`src/hw/rtl/rsad_pkg.sv`:
```
// Shared types, constants and key compare for the age/name record sorter.
package rsad_pkg;

	localparam int MAX_RECORDS_DEF = 8;
	localparam int NAME_BYTES_DEF  = 30;

	localparam int AGE_W       = 8;
	localparam int IDX_W       = 3;
	localparam int WORD_W      = 64;
	localparam int TAIL_W      = 48;
	localparam int NAME_FIELDS = 30;
	localparam int NAME_W      = 8 * NAME_FIELDS;

	typedef struct packed {
		logic [WORD_W-1:0] name_bytes_a;
		logic [WORD_W-1:0] name_bytes_b;
		logic [WORD_W-1:0] name_bytes_c;
		logic [TAIL_W-1:0] name_bytes_d;
		logic [AGE_W-1:0]  age_years;
		logic              last_record;
	} in_item_t;

	typedef struct packed {
		logic [IDX_W-1:0]  original_index;
		logic [AGE_W-1:0]  sorted_age;
		logic [WORD_W-1:0] out_name_a;
		logic [WORD_W-1:0] out_name_b;
		logic [WORD_W-1:0] out_name_c;
		logic [TAIL_W-1:0] out_name_d;
		logic              last_result;
		logic              overflow_seen;
	} out_item_t;

	// One stored record; name is the four words concatenated, byte 0 on top.
	typedef struct packed {
		logic [AGE_W-1:0]  age;
		logic [NAME_W-1:0] name;
		logic [IDX_W-1:0]  idx;
	} rec_t;

	typedef struct packed {
		logic insert;
		logic shift;
	} cell_ctl_t;

	// Keeps the name bytes that lie below the configured name length.
	function automatic logic [NAME_W-1:0] name_mask(input int nb);
		logic [NAME_W-1:0] m;
		m = '0;
		for (int k = 0; k < NAME_FIELDS; k++) begin
			if (k < nb) begin
				m[NAME_W-1-8*k -: 8] = 8'hFF;
			end
		end
		return m;
	endfunction

	// True when the held record sorts strictly behind the arriving one:
	// lower age, or equal age and a greater name.
	function automatic logic goes_after(input rec_t held, input rec_t arrival);
		return {~held.age, held.name} > {~arrival.age, arrival.name};
	endfunction

endpackage

```
`src/hw/rtl/rsad_cell.sv`:
```
// One slot of the insertion chain: holds a record, compares and hands it on.
module rsad_cell (
	input  logic               clk,
	input  logic               arst_n,
	input  rsad_pkg::cell_ctl_t ctl,
	input  rsad_pkg::rec_t     new_rec,
	input  rsad_pkg::rec_t     left_rec,
	input  logic               left_valid,
	input  logic               left_gt,
	input  rsad_pkg::rec_t     right_rec,
	input  logic               right_valid,
	output rsad_pkg::rec_t     rec,
	output logic               valid,
	output logic               gt
);
	import rsad_pkg::*;

	rec_t rec_q;
	logic valid_q;

	// An empty slot counts as behind everything, so the chain fills in order.
	assign gt    = !valid_q || goes_after(rec_q, new_rec);
	assign rec   = rec_q;
	assign valid = valid_q;

	always_ff @(posedge clk or negedge arst_n) begin
		if (!arst_n) begin
			valid_q <= 1'b0;
		end else if (ctl.shift) begin
			valid_q <= right_valid;
		end else if (ctl.insert && gt) begin
			valid_q <= left_gt ? left_valid : 1'b1;
		end
	end

	always_ff @(posedge clk) begin
		if (ctl.shift) begin
			rec_q <= right_rec;
		end else if (ctl.insert && gt) begin
			rec_q <= left_gt ? left_rec : new_rec;
		end
	end

endmodule

```
`config.mk`:
```
export PLATFORM = sky130hd
export DESIGN_NAME = rsad_cell
export DESIGN_NICKNAME = d
export VERILOG_FILES = /design/src/hw/rtl/rsad_pkg.sv /design/src/hw/rtl/rsad_cell.sv
export SDC_FILE = /design/constraint.sdc
export NUM_CORES = 1
export LEC_CHECK = 0
export BUFFER_PORTS_ARGS = -buffer_cell sky130_fd_sc_hd__buf_2
export CORE_AREA = 3 3 393 395
export DETAILED_ROUTE_END_ITERATION = 8
export DIE_AREA = 0 0 396 398
export GPL_TIMING_DRIVEN = 0
export HOLD_SLACK_MARGIN = 0.12
export SYNTH_ARGS = -nofsm -noshare
export SYNTH_HDL_FRONTEND = slang
export SYNTH_SLANG_ARGS = --single-unit
```
`constraint.sdc`:
```
create_clock -name clk -period 10.28 [get_ports clk]
set_input_delay 1.028 -clock clk [delete_from_list [all_inputs] [get_ports clk]]
set_output_delay 1.028 -clock clk [all_outputs]
set_load 0.1 [all_outputs]
```
==> results.ini <==
[routing]
route.detailed.drc=0
route.vias.total=20906
drt_pass1_iterations=6
first_iter_violations=1696
final_antenna_net_count=0
vias_per_cell=4.06
wl_per_cell_um=28.3
routed_wl_um=146000

[yosys]
synth_edf_count=251
synth_seq_cells=252
syn_area_per_cell_sq_um=9.50
syn_area_sq_mm=0.0189
synth_cells=1990
async_flop_share=0.00397
synth_nets=2998
ys_types=49
ys_warn_count=0
synth_seq_area_share=0.400
synth_top_flop_cell=edfxtp_1

[floorplan]
start_util=0.125
row_count=143
dieArea_sq_mm=0.158
die_h_um=398
core-area_sq_mm=0.152
die_x_um=396
io_pins=1013

[worst_setup_path]
critPathCaptureType=output port
ff2ff_setup_slack_ns=3.68
worstPathMaxFanout=4
worstPathArrival_ns=5.67
crit_required_ns=9.25
path_class=in -> out
startpoint_type=input pin

[final_layout]
utilization=0.184
final_nets=4055
final-instance-count-excl-fill=5146
most-common-layout-cells=buf_2, nand2_1, o21ai_0
drive_above_1_share=0.355
mostFrequentLayoutCell=buf_2
area_growth_pct=47.7

[cts]
ctsHoldBuffers=0
cts_setup_buffers=0
tritoncts=built
clk_path_buf_depth=3
cts_root_buffer=clkbuf_16
clk_pin_slew_ns=0.06
cts_sinks=252
clkLatencyLatePin_ns=0.60
cts_resized=0
cts_buffers=38
htreeDepth=2

[placement]
gp_congestion=0.986
portBuffers=1010
placed_cells=5037
dp_hpwl_um=130000

[global_routing]
antenna_found_initial=110
grt_max_degree=63
track_usage=0.175
overflow=0
grt_pass1_wl_um=185000
grt_pass1_vias=20430

[sta]
slew_headroom=0.160
setup_viol=0
tightest_slew_ns=1.26
finalHoldViolCount=0
fin_worst_skew_ns=0.0366
min_period_ns=6.69
slew_viol_final=0
max_freq_mhz=149
rsz0062_at_grt=no
timing.final.crit_share=0.651
hold_slack_ns=0.190

[power]
cellPowerDensity_mw_per_mm2=176
leakage_nw=13.7
finalPower_mw=4.91
ir_drop_v=0.000133

[hold_path]
hold_class=in -> async

[outcome]
status=finished clean

[job]
drv_cap=0

==> cell families after synthesis <==
kind of cell,count (synthesis),share of synthesized area
adder cells (fa/ha/maj),248,0.164
buffers and inverters,337,0.0670
multiplexers,251,0.133
flip-flops,252,0.400
AND/OR/NAND/NOR,451,0.105
AO/OA/AOI/OAI,451,0.131
==> cells in the mapped netlist (3+ instances only) <==
master,count,area share
and3_1,3,0.00099
nor2_1,24,0.0048
nor4_1,7,0.0023
nand2b_1,5,0.0017
o21a_1,4,0.0016
a21oi_1,94,0.025
a2111oi_0,3,0.0014
o21ai_0,285,0.075
a221o_1,3,0.0016
a211oi_1,8,0.0032
a21o_1,27,0.011
nand4_1,48,0.016
nor2b_1,3,0.00099
o211ai_1,3,0.0012
nand2_1,308,0.061
and4_1,3,0.0014
inv_1,253,0.050
buf_1,18,0.0036
mux2i_1,251,0.13
clkbuf_1,65,0.013
ha_1,248,0.16
nor3_1,12,0.0032
a221oi_1,9,0.0042
nand3_1,26,0.0069
edfxtp_1,251,0.40
==> worst paths after layout <==
path | start | endpoint | cells past startpoint
setup / recovery | new_rec[181] | gt | 13
hold / removal | arst_n | valid$_DFFE_PN0P_ | 1
setup reg to reg | rec[184]$_DFFE_PP_ | rec[137]$_DFFE_PP_ | 13
hold reg to reg | valid$_DFFE_PN0P_ | valid$_DFFE_PN0P_ | 2
max in group asynchronous | arst_n | valid$_DFFE_PN0P_ | 1
min in group clk | valid$_DFFE_PN0P_ | valid$_DFFE_PN0P_ | 2
==> per-layer routing <==
metal / GRT usage / routed length [um] / share of wire / vias to the layer above
met5: 0.00647 / 282 / 0.0019 / -
met4: 0.0600 / 5650 / 0.039 / 28
met3: 0.0551 / 13400 / 0.092 / 248
met2: 0.287 / 67600 / 0.46 / 1148
met1: 0.215 / 58900 / 0.40 / 10164
li1: - / - / - / 9318
==> worst max-delay path: stages <==
cell	delay, ns
buf_2	0.10
inv_1	0.04
ha_1	0.34
nand4_1	0.29
nor4_1	1.00
nand3_1	0.28
nor2_1	0.42
nand4_1	0.53
a41oi_2	0.60
o21ai_2	0.10
a21oi_2	0.31
nand2b_1	0.15
buf_2	0.44
==> report_power, final <==
group / switching, mW / total [mW] / internal, mW
Clock: 0.576 / 1.28 / 0.700
Sequential: 0.127 / 1.45 / 1.33
Combinational: 1.73 / 2.19 / 0.456
Total: 2.43 / 4.91 / 2.48
==> layout make-up <==
type,count,area (sq um)
clock buffer,39,955
multi-input combinational,1401,10100
timing repair buffer,1017,5200
clock inverter,25,176
fill,17176,124000
buffer,84,320
antenna,45,113
sequential,252,7560
inverter,253,950
tap,2030,2540
==> through the flow <==
stage	setup TNS (ns)	setup slack [ns]	area (sq um)
2_1_floorplan	0	1.21	18900
3_3_place_gp	-1653.90	-6.73	26500
3_5_place_dp	0	2.71	26700
4_1_cts	0	3.20	27800
5_1_grt	0	3.11	27900
6_report	0	3.59	27900
==> flip-flops by register name, indices dropped and copies added, names as in the netlist <==
register	cells
rec	251
valid	1
(Power assumes the default switching activity.)
